<file path="src/hsec_pkg.sv">
`timescale 1ns / 1ps
// Package for the Hamming SEC encoder/decoder: field widths, codes and
// elaboration helpers for check-bit count and length masks. No dependencies.
package hsec_pkg;

    localparam int WORD_W            = 63;  // word_in / word_out width
    localparam int SYN_W             = 6;   // syndrome port width
    localparam int CFG_W             = 6;   // data_bits register width
    localparam int DEF_MAX_CODE_BITS = 63;
    localparam logic [CFG_W-1:0] DATA_BITS_RST = 6'd57;

    typedef enum logic {
        OP_ENCODE = 1'b0,
        OP_DECODE = 1'b1
    } t_op;

    typedef enum logic [1:0] {
        ST_CLEAN     = 2'd0,
        ST_CORRECTED = 2'd1,
        ST_BEYOND    = 2'd2
    } t_status;

    // least r with 2^r >= k + r + 1
    function automatic int f_check_count(input int k);
        int r;
        r = 0;
        for (int m = 0; m < 8; m++) begin
            if ((1 << r) < k + r + 1) begin
                r++;
            end
        end
        return r;
    endfunction

    // largest k whose code length fits in maxn positions
    function automatic int f_max_k(input int maxn);
        int best;
        best = 1;
        for (int k = 1; k < 64; k++) begin
            if (k + f_check_count(k) <= maxn) begin
                best = k;
            end
        end
        return best;
    endfunction

    // zero reads as one, then clamp to the largest length that fits
    function automatic logic [CFG_W-1:0] f_eff_k(input logic [CFG_W-1:0] v, input int kmax);
        int k;
        k = int'(v);
        if (k == 0) begin
            k = 1;
        end
        if (k > kmax) begin
            k = kmax;
        end
        return CFG_W'(k);
    endfunction

    // low len bits set
    function automatic logic [WORD_W-1:0] f_mask(input logic [CFG_W-1:0] len);
        logic [WORD_W-1:0] m;
        for (int b = 0; b < WORD_W; b++) begin
            m[b] = (b < int'(len));
        end
        return m;
    endfunction

endpackage

</file>
<file path="src/hsec_parity.sv">
`timescale 1ns / 1ps
// Syndrome parity trees: bit m is the XOR of all positions whose index has bit m set.
// Depends on nothing but its parameters.
module hsec_parity #(
    parameter int CW = 63,
    parameter int SW = 6
) (
    input  logic [CW-1:0] i_word,   // bit i-1 = position i
    output logic [SW-1:0] o_syn
);

    always_comb begin
        for (int m = 0; m < SW; m++) begin
            o_syn[m] = 1'b0;
            for (int i = 1; i <= CW; i++) begin
                if (((i >> m) & 1) == 1) begin
                    o_syn[m] = o_syn[m] ^ i_word[i-1];
                end
            end
        end
    end

endmodule

</file>
<file path="src/hamming_sec_encode_decode.sv">
`timescale 1ns / 1ps
// Hamming single-error-correcting encoder/decoder, three-stage pipeline.
// Depends on hsec_pkg and hsec_parity.
//
//  channel | dir | handshake              | payload
//  --------+-----+------------------------+------------------------------------------
//  s       | in  | i_s_tvalid/o_s_tready  | tdata: word_in[62:0], pad; tuser: opcode
//  m       | out | o_m_tvalid/i_m_tready  | tdata: word_out, syndrome, pad; tuser: status
//  cfg     | in  | i_cfg_we               | i_cfg_data: data_bits
//
// One word per cycle sustained while i_m_tready stays high; an accepted word passes the
// stage 1, stage 2 and stage 3 registers before o_m_tvalid presents its result.
// Stage 1 masks and scatters, stage 2 runs the parity trees, stage 3 corrects,
// gathers and holds the result; the parity tree sets the stage depth.
// Ready ripples back from the output register, so a stall fills the bubbles first
// and then holds every stage; nothing is dropped or repeated.
// Synchronous active-low reset clears the valid bits and loads data_bits = 57.
module hamming_sec_encode_decode
    import hsec_pkg::*;
#(
    parameter int MAX_CODE_BITS = DEF_MAX_CODE_BITS
) (
    input  logic              i_clk,
    input  logic              i_rst_n,
    // config
    input  logic              i_cfg_we,
    input  logic [CFG_W-1:0]  i_cfg_data,   // data_bits
    // input words
    input  logic              i_s_tvalid,
    output logic              o_s_tready,
    input  logic [63:0]       i_s_tdata,    // [62:0] word_in, [63] zero
    input  logic              i_s_tuser,    // [0] opcode
    // result words
    output logic              o_m_tvalid,
    input  logic              i_m_tready,
    output logic [71:0]       o_m_tdata,    // [62:0] word_out, [68:63] syndrome, [71:69] zero
    output logic [1:0]        o_m_tuser     // [1:0] status
);

    localparam int CW   = MAX_CODE_BITS;          // codeword positions
    localparam int SW   = $clog2(MAX_CODE_BITS + 1);
    localparam int KMAX = f_max_k(MAX_CODE_BITS);
    localparam logic [CFG_W-1:0] K_RST = f_eff_k(DATA_BITS_RST, KMAX);
    localparam logic [CFG_W-1:0] N_RST = CFG_W'(int'(K_RST) + f_check_count(int'(K_RST)));
    localparam logic [WORD_W-1:0] KMASK_RST = f_mask(K_RST);
    localparam logic [WORD_W-1:0] NMASK_RST = f_mask(N_RST);

    // ---------------- config: keep derived length and masks registered
    logic [CFG_W-1:0] n_k, n_n, r_n;
    logic [CW-1:0]    r_kmask, r_nmask;
    logic [WORD_W-1:0] w_kmask_full, w_nmask_full;

    always_comb begin
        n_k = f_eff_k(i_cfg_data, KMAX);
        n_n = CFG_W'(int'(n_k) + f_check_count(int'(n_k)));
        w_kmask_full = f_mask(n_k);
        w_nmask_full = f_mask(n_n);
    end

    always_ff @(posedge i_clk) begin
        if (!i_rst_n) begin
            r_n     <= N_RST;
            r_kmask <= KMASK_RST[CW-1:0];
            r_nmask <= NMASK_RST[CW-1:0];
        end else if (i_cfg_we) begin
            r_n     <= n_n;
            r_kmask <= w_kmask_full[CW-1:0];
            r_nmask <= w_nmask_full[CW-1:0];
        end
    end

    // ---------------- pipeline flow control
    logic r_v1, r_v2, r_v3;
    logic w_en1, w_en2, w_en3;

    assign w_en3      = !r_v3 || i_m_tready;
    assign w_en2      = !r_v2 || w_en3;
    assign w_en1      = !r_v1 || w_en2;
    assign o_s_tready = w_en1;

    always_ff @(posedge i_clk) begin
        if (!i_rst_n) begin
            r_v1 <= 1'b0;
            r_v2 <= 1'b0;
            r_v3 <= 1'b0;
        end else begin
            if (w_en1) r_v1 <= i_s_tvalid;
            if (w_en2) r_v2 <= r_v1;
            if (w_en3) r_v3 <= r_v2;
        end
    end

    // ---------------- stage 1: mask to length, scatter data for encode
    logic [CW-1:0] w_in, w_data, w_scat;
    t_op           r_op1, r_op2;
    logic [CW-1:0] r_s1, r_s2;

    assign w_in   = i_s_tdata[CW-1:0];
    assign w_data = w_in & r_kmask;

    // data bit j goes to the j-th non-power-of-two position
    for (genvar gi = 1; gi <= CW; gi++) begin : g_scat
        if ((gi & (gi - 1)) == 0) begin : g_chk
            assign w_scat[gi-1] = 1'b0;
        end else begin : g_dat
            assign w_scat[gi-1] = w_data[gi - $clog2(gi + 1) - 1];
        end
    end

    always_ff @(posedge i_clk) begin
        if (w_en1) begin
            r_op1 <= t_op'(i_s_tuser);
            r_s1  <= (t_op'(i_s_tuser) == OP_DECODE) ? (w_in & r_nmask) : w_scat;
        end
    end

    // ---------------- stage 2: syndrome (encode: check-bit parities)
    logic [SW-1:0] w_syn, r_syn2;

    hsec_parity #(
        .CW (CW),
        .SW (SW)
    ) u_parity (
        .i_word (r_s1),
        .o_syn  (w_syn)
    );

    always_ff @(posedge i_clk) begin
        if (w_en2) begin
            r_op2  <= r_op1;
            r_s2   <= r_s1;
            r_syn2 <= w_syn;
        end
    end

    // ---------------- stage 3: correct, gather, result register
    logic [CW-1:0] w_flip, w_code, w_chk, w_gath;
    logic          w_in_range;
    logic [WORD_W-1:0] n_word, r_word;
    logic [SYN_W-1:0]  n_syn, r_syn;
    t_status           n_status, r_status;

    assign w_in_range = (SYN_W'(r_syn2) <= r_n);

    for (genvar gi = 1; gi <= CW; gi++) begin : g_pos
        assign w_flip[gi-1] = (r_syn2 == SW'(gi)) && w_in_range;
        if ((gi & (gi - 1)) == 0) begin : g_chk
            // check bit m sits at position 2^m
            assign w_chk[gi-1] = r_syn2[$clog2(gi)];
        end else begin : g_dat
            assign w_chk[gi-1] = 1'b0;
        end
    end

    assign w_code = r_s2 ^ w_flip;

    // position i back to data bit j; upper data bits stay zero
    always_comb begin
        w_gath = '0;
        for (int i = 1; i <= CW; i++) begin
            if ((i & (i - 1)) != 0) begin
                w_gath[i - $clog2(i + 1) - 1] = w_code[i-1];
            end
        end
    end

    always_comb begin
        n_word   = '0;
        n_syn    = '0;
        n_status = ST_CLEAN;
        case (r_op2)
            OP_ENCODE: begin
                n_word = WORD_W'(r_s2 | w_chk);
            end
            OP_DECODE: begin
                n_word = WORD_W'(w_gath);
                n_syn  = SYN_W'(r_syn2);
                if (r_syn2 == '0) begin
                    n_status = ST_CLEAN;
                end else if (w_in_range) begin
                    n_status = ST_CORRECTED;
                end else begin
                    n_status = ST_BEYOND;
                end
            end
            default: begin
                n_word = '0;
            end
        endcase
    end

    always_ff @(posedge i_clk) begin
        if (w_en3) begin
            r_word   <= n_word;
            r_syn    <= n_syn;
            r_status <= n_status;
        end
    end

    assign o_m_tvalid = r_v3;
    assign o_m_tdata  = {3'b000, r_syn, r_word};
    assign o_m_tuser  = r_status;

    // ---------------- checks
    a_corr_has_syn: assert property (@(posedge i_clk) disable iff (!i_rst_n)
        r_v3 && (r_status == ST_CORRECTED) |-> (r_syn != '0 && r_syn <= r_n))
        else $error("corrected word without in-range syndrome");

    a_clean_no_syn: assert property (@(posedge i_clk) disable iff (!i_rst_n)
        r_v3 && (r_status == ST_CLEAN) |-> (r_syn == '0))
        else $error("clean status with nonzero syndrome");

    a_advance: assert property (@(posedge i_clk) disable iff (!i_rst_n)
        r_v1 && w_en2 |=> r_v2)
        else $error("word lost between stage 1 and stage 2");

    a_empty_ready: assert property (@(posedge i_clk) disable iff (!i_rst_n)
        !r_v3 |-> o_s_tready)
        else $error("input stalled while output register empty");

endmodule

</file>
<file path="config.mk">
export PLATFORM = sky130hd
export DESIGN_NAME = hamming_sec_encode_decode
export DESIGN_NICKNAME = d
export VERILOG_FILES = /design/src/hsec_pkg.sv /design/src/hsec_parity.sv /design/src/hamming_sec_encode_decode.sv
export SDC_FILE = /design/constraint.sdc
export NUM_CORES = 1
export LEC_CHECK = 0
export ABC_CLOCK_PERIOD_IN_PS = 42400
export BUFFER_PORTS_ARGS = -buffer_cell sky130_fd_sc_hd__buf_2
export CORE_MARGIN = 2
export CORE_UTILIZATION = 45
export CTS_BUF_LIST = sky130_fd_sc_hd__clkbuf_4 sky130_fd_sc_hd__clkbuf_8
export CTS_CLUSTER_DIAMETER = 100
export DETAILED_ROUTE_END_ITERATION = 10
export GPL_TIMING_DRIVEN = 0
export PLACE_DENSITY = 0.72
export SYNTH_ARGS = -nofsm -noshare
export SYNTH_HDL_FRONTEND = slang
export SYNTH_HIERARCHICAL = 1
export SYNTH_SLANG_ARGS = --single-unit
export TNS_END_PERCENT = 10
</file>
<file path="constraint.sdc">
create_clock -name i_clk -period 42.4 [get_ports i_clk]
set_input_delay 2.12 -clock i_clk [delete_from_list [all_inputs] [get_ports i_clk]]
set_output_delay 2.12 -clock i_clk [all_outputs]
set_load 0.05 [all_outputs]
</file>
* Yosys cells after proc, flatten, opt, wreduce, memory -nomap -nowiden
Index checks and enable logic that the tools add are counted.
** Cells by class
- Equality and inequality tests :: 63
- Reductions and logical operators :: 72
- $lt $le $gt $ge :: 130
- Mux-type cells :: 13
- Bitwise operators :: 191
- Add/sub/neg operators :: 23
- Shifts and indexed selects :: 7
** Operators by type and width (number)
- 32-bit by 2-bit adder with 32-bit output (second input constant) :: 13
- 6-bit less-than comparator (first input constant) :: 56
- 7-bit by 32-bit adder with 32-bit output :: 7
- 32-bit less-than comparator :: 7
- 1-bit by 32-bit << shifter with 32-bit output (first input constant) :: 7
- 6-bit == test (second input constant) :: 32
- 5-bit by 6-bit less-than comparator with 1-bit output (first input constant) :: 32
- 32-bit two-way mux :: 6
- 1-bit XOR :: 186
- 63-bit case mux with 2 select lines :: 1
- 6-bit by 5-bit == test with 1-bit output (second input constant) :: 16
- 4-bit by 6-bit less-than comparator with 1-bit output (first input constant) :: 16
- 63-bit AND :: 1
- 1-bit logical AND :: 63
- 63-bit two-way mux :: 1
- 63-bit by 32-bit bitwise OR with 63-bit output :: 1
- 63-bit XOR :: 1
- 57-bit AND :: 1
- 6-bit by 4-bit == test with 1-bit output (second input constant) :: 8
- 3-bit by 6-bit less-than comparator with 1-bit output (first input constant) :: 8
- 32-bit by 7-bit greater-than comparator with 1-bit output (second input constant) :: 1
- 6-bit by 3-bit == test with 1-bit output (second input constant) :: 4
- 1-bit by 6-bit less-than comparator with 1-bit output (first input constant) :: 4
- 2-bit by 6-bit less-than comparator with 1-bit output (first input constant) :: 4
- 15 further kinds :: 23
** Word-level totals
- Input port bits :: 76
- Logic and storage cells :: 514
- Register bits after elaboration :: 334
- Output and inout port bits :: 76

* Longest topological paths before layout
Gate-level depths: netlist of run 1.
- Word-level depth :: 37
- Depth in mapped cells :: 113
- Gate-level depth less buffers :: 109

* Cells and area by module
Netlist of run 1, hierarchy kept.
** Modules (own cells, without submodules)
- hamming_sec_encode_decode :: area each 17561.8 um^2, sequential area each 8718.4 um^2, cells each 1802, instances 1
- hsec_parity :: area each 1156.1 um^2, sequential area each 0.0 um^2, cells each 86, instances 1

* Worst setup path before layout of run 1
No wires, ideal clock.
- Path type :: input to register
- From :: input port i_cfg_data[4]
- To :: register r_nmask[7]
- Path slack :: 19380 ps
- Required time :: 42259 ps
- Cell stages on the path :: 102
- Path buffers :: 5
- Setup time :: 141 ps
- Arrival :: 22879 ps
- Path through :: clkbuf_1 > nand3_1 > and2_1 > clkbuf_1 > ha_1 > a211oi_1 > a41oi_1 > nor3_1 > nand2_1 > xnor2_1 > ha_1 > o21a_1 > o21ai_0 > ha_1 > inv_1 > ha_1 > inv_1 > fa_1 > [66 not listed] > a311oi_1 > ha_1 > a21o_1 > a21o_2 > a221o_2 > o2bb2ai_2 > mux2_4 > ha_1 > a21o_1 > a21oi_1 > o21bai_1 > a21oi_1 > xnor2_1 > xnor2_1 > nor2_1 > and3_1 > clkbuf_1 > a21oi_1
** Between the ends
- Cells in the longest elaborated chain, start to end :: 37
- Elaborated cells between the ends (all ways) :: 51
- Classes of those cells :: add/sub: 23; order compare: 10; shift: 7; mux: 10; reduce/logical: 1
** RTL lines
- start: declaration :: line hamming_sec_encode_decode.sv:27 : input logic [CFG_W-1:0] i_cfg_data,
- 6-bit logical NOT :: line hsec_pkg.sv:51 : if (k == 0) begin
- 6-bit two-way mux * :: line hsec_pkg.sv:51
- 32-bit by 7-bit greater-than comparator with 1-bit output :: line hsec_pkg.sv:54 : if (k > kmax) begin
- 6-bit two-way mux * :: line hsec_pkg.sv:54
- 6-bit by 1-bit adder with 7-bit output :: line hsec_pkg.sv:28 : if ((1 << r) < k + r + 1) begin
- 1-bit by 7-bit less-than comparator with 1-bit output :: line hsec_pkg.sv:28
- 1-bit two-way mux :: line hsec_pkg.sv:28
- 7-bit by 32-bit adder with 32-bit output :: line hsec_pkg.sv:28
- [21 not listed]
- 32-bit less-than comparator :: line hsec_pkg.sv:28
- 32-bit two-way mux :: line hsec_pkg.sv:28
- 7-bit by 32-bit adder with 32-bit output :: line hsec_pkg.sv:28
- 32-bit by 2-bit adder with 32-bit output :: line hsec_pkg.sv:28
- 32-bit less-than comparator :: line hsec_pkg.sv:28
- 6-bit two-way mux :: line hsec_pkg.sv:28
- 6-bit adder * :: line hamming_sec_encode_decode.sv:55 : n_n = CFG_W'(int'(n_k) + f_check_count(int'(n_k)));
- 3-bit by 6-bit less-than comparator with 1-bit output * :: line hsec_pkg.sv:64 : m[b] = (b < int'(len));
- end signal: assignment :: line hamming_sec_encode_decode.sv:64 : r_nmask <= NMASK_RST[CW-1:0];
- end signal: assignment :: line hamming_sec_encode_decode.sv:68 : r_nmask <= w_nmask_full[CW-1:0];
- end: declaration :: line hamming_sec_encode_decode.sv:50 : logic [CW-1:0] r_kmask, r_nmask;
Every way passes the cells marked *; elsewhere a longest branch is shown, timed or not.
A chain may end at the register's enable or synchronous reset.

* Worst setup path after layout of run 1
- From :: input port i_cfg_data[4]
- To :: register r_nmask[60]
** Between the ends
- Cells in the longest elaborated chain, start to end :: 37
- Elaborated cells between the ends (all ways) :: 51
- Classes of those cells :: add/sub: 23; order compare: 10; shift: 7; mux: 10; reduce/logical: 1
** RTL lines (line)
- 6-bit logical NOT :: hsec_pkg.sv:51
- 6-bit two-way mux * :: hsec_pkg.sv:51
- 32-bit by 7-bit greater-than comparator with 1-bit output :: hsec_pkg.sv:54
- 6-bit two-way mux * :: hsec_pkg.sv:54
- 6-bit by 1-bit adder with 7-bit output :: hsec_pkg.sv:28
- 1-bit by 7-bit less-than comparator with 1-bit output :: hsec_pkg.sv:28
- 1-bit two-way mux :: hsec_pkg.sv:28
- 7-bit by 32-bit adder with 32-bit output :: hsec_pkg.sv:28
- [21 not listed]
- 32-bit less-than comparator :: hsec_pkg.sv:28
- 32-bit two-way mux :: hsec_pkg.sv:28
- 7-bit by 32-bit adder with 32-bit output :: hsec_pkg.sv:28
- 32-bit by 2-bit adder with 32-bit output :: hsec_pkg.sv:28
- 32-bit less-than comparator :: hsec_pkg.sv:28
- 6-bit two-way mux :: hsec_pkg.sv:28
- 6-bit adder * :: hamming_sec_encode_decode.sv:55
- 6-bit less-than comparator * :: hsec_pkg.sv:64
Marks and branches as above.

==> results of run 1 <==
==> critical path: cells and delay by family <==
family                   cells  cell delay (ns)
AO/OA/AOI/OAI               43            11.03
adder cells (fa/ha/maj)     17             5.26
AND/OR/NAND/NOR             23             4.72
buffers and inverters       11             2.13
XOR/XNOR                     7             1.24
multiplexers                 3             1.07
==> stage by stage <==
stage	utilization (%)	cells	setup WS, ns
floorplan	-	1894	19.38
global placement	49.2	2571	15.53
detailed placement	49.3	2572	14.84
global route	51.8	2666	13.65
CTS	51.8	2664	15.39
finish	51.8	2669	15.32
==> layer usage <==
layer  wire, um  part of all wire, %
met3       3300                  5.8
met1      21800                   38
met2      27900                   49
met5         13                0.023
met4       3730                  6.6
==> cell families (layout without fill, tap and decap cells) <==
logic type | count (synthesis) | count (layout) | synth area share, %
multiplexers | 10 | 10 | 0.595
AO/OA/AOI/OAI | 422 | 422 | 14.6
adder cells (fa/ha/maj) | 105 | 105 | 7.30
buffers and inverters | 200 | 438 | 4.42
other | 2 | 13 | 0.0401
flip-flops | 333 | 333 | 46.6
XOR/XNOR | 177 | 177 | 10.5
AND/OR/NAND/NOR | 639 | 639 | 16.0
==> layout make-up <==
cell class,instances,area [sq um],area share (%)
inverters,99,378,1.78
repair buffers,146,746,3.52
flip-flops and latches,333,8720,41.1
well taps,532,666,3.14
clock buffers,69,856,4.04
plain buffers,101,450,2.12
diodes,5,12.5,0.0590
clock inverters,23,159,0.750
multi-input cells,1361,9220,43.5
==> cell usage in the layout, fill, tap and decap left out, drive strengths merged, types with 7 or more instances in the layout <==
master  Yosys  layout
nor3       38      38
nor2      136     136
o21a        8       8
nand2b     21      21
xor2       56      56
a211oi     14      14
edfxtp    205     205
o21ai     162     162
ha         98      98
and3       26      26
mux2i       7       7
a21o       15      15
nor2b      28      28
nand3     102     102
fa          7       7
clkinv      1      20
o211ai     11      11
xnor2      92      92
clkbuf     90     159
buf        11     157
dfxtp     128     128
xnor3      27      27
nand2     219     219
a31oi       9       9
and2       27      27
inv        98      98
conb        2       8
o221ai     44      44
a21oi      98      98
==> state kept, by name, indices dropped and copies added, names as in the netlist <==
signal,flops
r_op1,1
o_m_tvalid,1
r_op2,1
r_kmask,57
r_syn2,6
r_s2,63
r_v1,1
r_syn,6
o_m_tuser,2
r_nmask,63
r_word,63
r_n,5
r_v2,1
r_s1,63
==> worst paths after layout <==
path / from / endpoint / slack (ns) / cells past startpoint
hold / removal: r_op1 / r_op2 / 0.44 / 0
setup reg to reg: r_syn2[0] / r_word[7] / 37.99 / 15
hold reg to reg: r_op1 / r_op2 / 0.44 / 0
setup / recovery: i_cfg_data[4] / r_nmask[60] / 15.32 / 104
==> flow_metrics.py, run 1 <==
metrics = {
    "synthesis": {
        "synth_seq_cells": 333,
        "synthArstFlopShare_pct": 0,
        "yosys-top-cells-count": "219 x nand2_1, 205 x edfxtp_1, 162 x o21ai_0",
        "synthDistinctLibCells": 95,
        "yosysWarnings": 6,
        "synth_top_flop_cell": "edfxtp_1",
        "syn_area_sq_um": 18700,
        "yosysSeqAreaShare_pct": 46.6,
        "synth_edf_count": 205,
        "synthTopCellsByArea": "edfxtp_1 33%, dfxtp_1 14%, ha_1 6.6%",
        "synth_most_common_cell": "nand2_1",
        "syn_avg_cell_area_sq_um": 9.91,
        "netlist_instances": 1888,
        "yosysTopAreaCellShare_pct": 32.9,
        "synth.largest_area_cell": "edfxtp_1",
    },
    "floorplanning": {
        "die_w_um": 208,
        "die_h_um": 208,
        "io_pins": 152,
        "initial_core_util_pct": 45.7,
        "die_area_sq_um": 43200,
        "num_rows": 74,
        "coreArea_sq_um": 40900,
    },
    "worst_setup_path": {
        "crit_type": "in -> reg",
        "max_stage_delay_ns": 0.75,
        "endpoint_kind": "register",
        "crit_path_start_kind": "primary input",
        "path_common_cell": "ha_1",
        "cp_data_required_time_ns": 42.94,
        "arrival_ns": 27.62,
        "slowest_stage": "nor2_1",
        "cp_max_fo": 20,
    },
    "finish": {
        "layout.nets": 2273,
        "drive_gt1_share_pct": 13.2,
        "final_cell_area_sq_um": 21200,
        "syn2layout_area_growth_pct": 13.3,
        "fillers": 3773,
    },
    "cts": {
        "cts.htree.levels": 2,
        "cts_setup_buffers": 0,
        "post_cts_resized": 0,
        "cts_root_buffer": "clkbuf_8",
        "cts_tree": "built",
        "cts_sinks": 333,
        "holdBufCountCts": 0,
        "clk_pin_slew_ns": 0.07,
        "clock_latency_ns": 0.61,
        "cts_buffer_depth": 3,
        "numCtsBuffers": 50,
    },
    "place": {
        "dp_hpwl_mm": 44.8,
        "io_buffers": 145,
        "globalplace.congestion": 0.993,
        "placed_area_sq_um": 20200,
    },
    "timing": {
        "max_freq_mhz": 36.9,
        "worst_pin_slew_ns": 1.07,
        "min_period_over_period_pct": 63.9,
        "setup_viol": 0,
        "fin_crit_ns": 27.08,
        "hold_ws_ns": 0.436,
        "slew_headroom_pct": 28.5,
        "hold_viol": 0,
        "worst_clock_skew_ns": 0.0324,
        "fin_tns_setup_ns": 0,
        "report.final.slew_viol_count": 0,
        "rsz0062_at_grt": "no",
    },
    "global_routing": {
        "met3_usage_pct": 3.32,
        "grt_util_met2_pct": 45.3,
        "grt_remaining_overflow": 0,
        "grt_start_max_net_pins": 71,
        "grt_pass1_wl_mm": 86.0,
        "grtUsageMet1_pct": 30.2,
        "busiest_layer": "met2",
        "grt_pass1_vias": 14995,
        "grt_usage_pct": 25.8,
        "antenna_found_initial": 4,
    },
    "drt": {
        "drc": 0,
        "via_count": 15113,
        "via_per_inst": 5.66,
        "ant_nets": 0,
        "wirelength_mm": 56.7,
        "wl_per_cell_um": 21.2,
        "drt-initial-drc-count": 1188,
        "first_pass_iters": 6,
    },
    "job": {
        "max-cap-violations": 0,
    },
    "run_status": {
        "status": "finished clean",
    },
    "min_path": {
        "hold_path.class": "reg -> reg",
    },
}
Power of run 1 is not shown: default switching activity piles up to over one toggle a cycle in this logic, so the estimate is an artifact.
==> inputs of run 2 (changes only) <==
- ABC_CLOCK_PERIOD_IN_PS: 42400 -> 25900
- clock period: 42.4 -> 25.9 ns (I/O delays scaled with it)
==> run 2 against run 1 <==
Utilization rose by 0.24 points. Register-to-register slack got worse by 17 ns. Routed wire length rose by 0.28%. Via count rose by 0.32%. Worst hold slack got worse by 0.00082 ns. Cell count did not move. Critical endpoint is now r_nmask[59].
==> flow_metrics.py, run 2 (same netlist as run 1, synthesis figures left out) <==
metrics = {
    "cts": {
        "clk_pin_slew_ns": 0.07,
        "holdBufCountCts": 0,
        "numCtsBuffers": 50,
        "cts_root_buffer": "clkbuf_8",
        "clock_latency_ns": 0.60,
        "cts_buffer_depth": 3,
        "cts.htree.levels": 2,
        "cts_sinks": 333,
        "cts_tree": "built",
    },
    "timing": {
        "fin_tns_setup_ns": 0,
        "worst_clock_skew_ns": 0.0307,
        "setup_viol": 0,
        "max_freq_mhz": 41.2,
        "fin_crit_ns": 24.27,
        "min_period_over_period_pct": 93.7,
        "worst_pin_slew_ns": 1.10,
        "hold_viol": 0,
        "slew_headroom_pct": 26.2,
        "report.final.slew_viol_count": 0,
    },
    "global_routing": {
        "grt_usage_pct": 25.8,
        "grt_pass1_vias": 14984,
        "grt_start_max_net_pins": 71,
        "grt_remaining_overflow": 0,
        "antenna_found_initial": 4,
        "grt_pass1_wl_mm": 86.0,
    },
    "floorplanning": {
        "num_rows": 74,
        "die_h_um": 208,
        "initial_core_util_pct": 45.7,
        "die_area_sq_um": 43200,
        "die_w_um": 208,
        "io_pins": 152,
        "coreArea_sq_um": 40900,
    },
    "worst_setup_path": {
        "arrival_ns": 24.72,
        "path_delay_family": "compound AO/OA/AOI/OAI gates",
        "crit_path_start_kind": "primary input",
        "cp_data_required_time_ns": 26.35,
        "crit_buf_inv": 11,
        "endpoint_kind": "register",
        "cp_max_fo": 20,
        "crit_type": "in -> reg",
        "max_stage_delay_ns": 0.47,
        "path_common_cell": "ha_1",
        "slowest_stage": "a2111o_1",
    },
    "job": {
        "max-cap-violations": 0,
    },
    "place": {
        "io_buffers": 145,
        "dp_cells": 2572,
        "globalplace.congestion": 0.993,
        "dp_hpwl_mm": 44.8,
        "placed_area_sq_um": 20200,
    },
    "finish": {
        "seq_area_sq_um": 8720,
        "syn2layout_area_growth_pct": 13.8,
        "layout.nets": 2273,
        "multi_input_area_sq_um": 9310,
        "fillers": 3762,
        "fin_cells": 2669,
        "final_cell_mix": "218 x nand2_1, 205 x edfxtp_1, 161 x o21ai_0",
        "drive_gt1_share_pct": 13.8,
        "final_cell_area_sq_um": 21300,
        "mostFrequentLayoutCell": "nand2_1",
        "final_util_pct": 52.0,
    },
    "drt": {
        "via_per_inst": 5.68,
        "first_pass_iters": 7,
        "ant_nets": 0,
        "drc": 0,
        "via_count": 15162,
        "wl_per_cell_um": 21.3,
        "wirelength_mm": 56.9,
        "drt-initial-drc-count": 1153,
    },
    "run_status": {
        "status": "finished clean",
    },
    "min_path": {
        "hold_path.class": "reg -> reg",
    },
}
==> run 2: per-layer routing <==
metal	vias up	part of all wire (%)	global-route usage, %
li1	7133	-	-
met1	7171	39	30.3
met2	669	49	45.3
met3	187	5.3	3.18
met4	2	6.4	15.4
met5	-	0.019	0
==> run 2: worst register-to-register path: stages (launching register included) <==
cell	delay, ns
edfxtp_1	0.36
clkbuf_1	0.26
inv_1	0.21
ha_1	0.16
nor2b_1	0.04
o21a_1	0.17
o21ai_0	0.16
nand2b_1	0.08
a21oi_1	0.14
nor2b_1	0.06
o22ai_1	0.56
nor3b_1	0.96
nand3_1	0.35
nor3_1	0.39
xnor2_1	0.17
a21oi_1	0.10
==> run 2: path summary, 6_finish.rpt <==
check             cells past startpoint     startpoint          end  slack [ns]
setup / recovery                    108  i_cfg_data[4]  r_nmask[59]        1.63
hold / removal                        0          r_op1        r_op2        0.44
setup reg to reg                     15      r_syn2[0]    r_word[7]       21.44
hold reg to reg                       0          r_op1        r_op2        0.44
==> run 2: final cells by class <==
type                       count  share of cell area, %
antenna                        5                 0.0588
buffer                       101                   2.13
clock buffer                  69                   4.02
clock inverter                23                  0.746
inverter                      99                   1.77
multi-input combinational   1361                   43.7
sequential                   333                   40.9
tap                          532                   3.13
timing repair buffer         146                   3.50
==> run 2: stage by stage <==
stage	setup WS, ns	hold slack [ns]
after floorplan	3.71	0.400
after global placement	-0.150	0.425
after detailed placement	-0.836	0.434
after CTS	0.0311	0.447
after global routing	-0.0367	0.465
final	1.63	0.435
==> run 2: what timing repair did <==
item,in CTS,in global routing
buffers inserted,0,0
cloned,0,0
resized for setup,2,22
pin swaps,0,1
setup endpoints to repair,13,67
Power of run 2 is left out for the same reason.
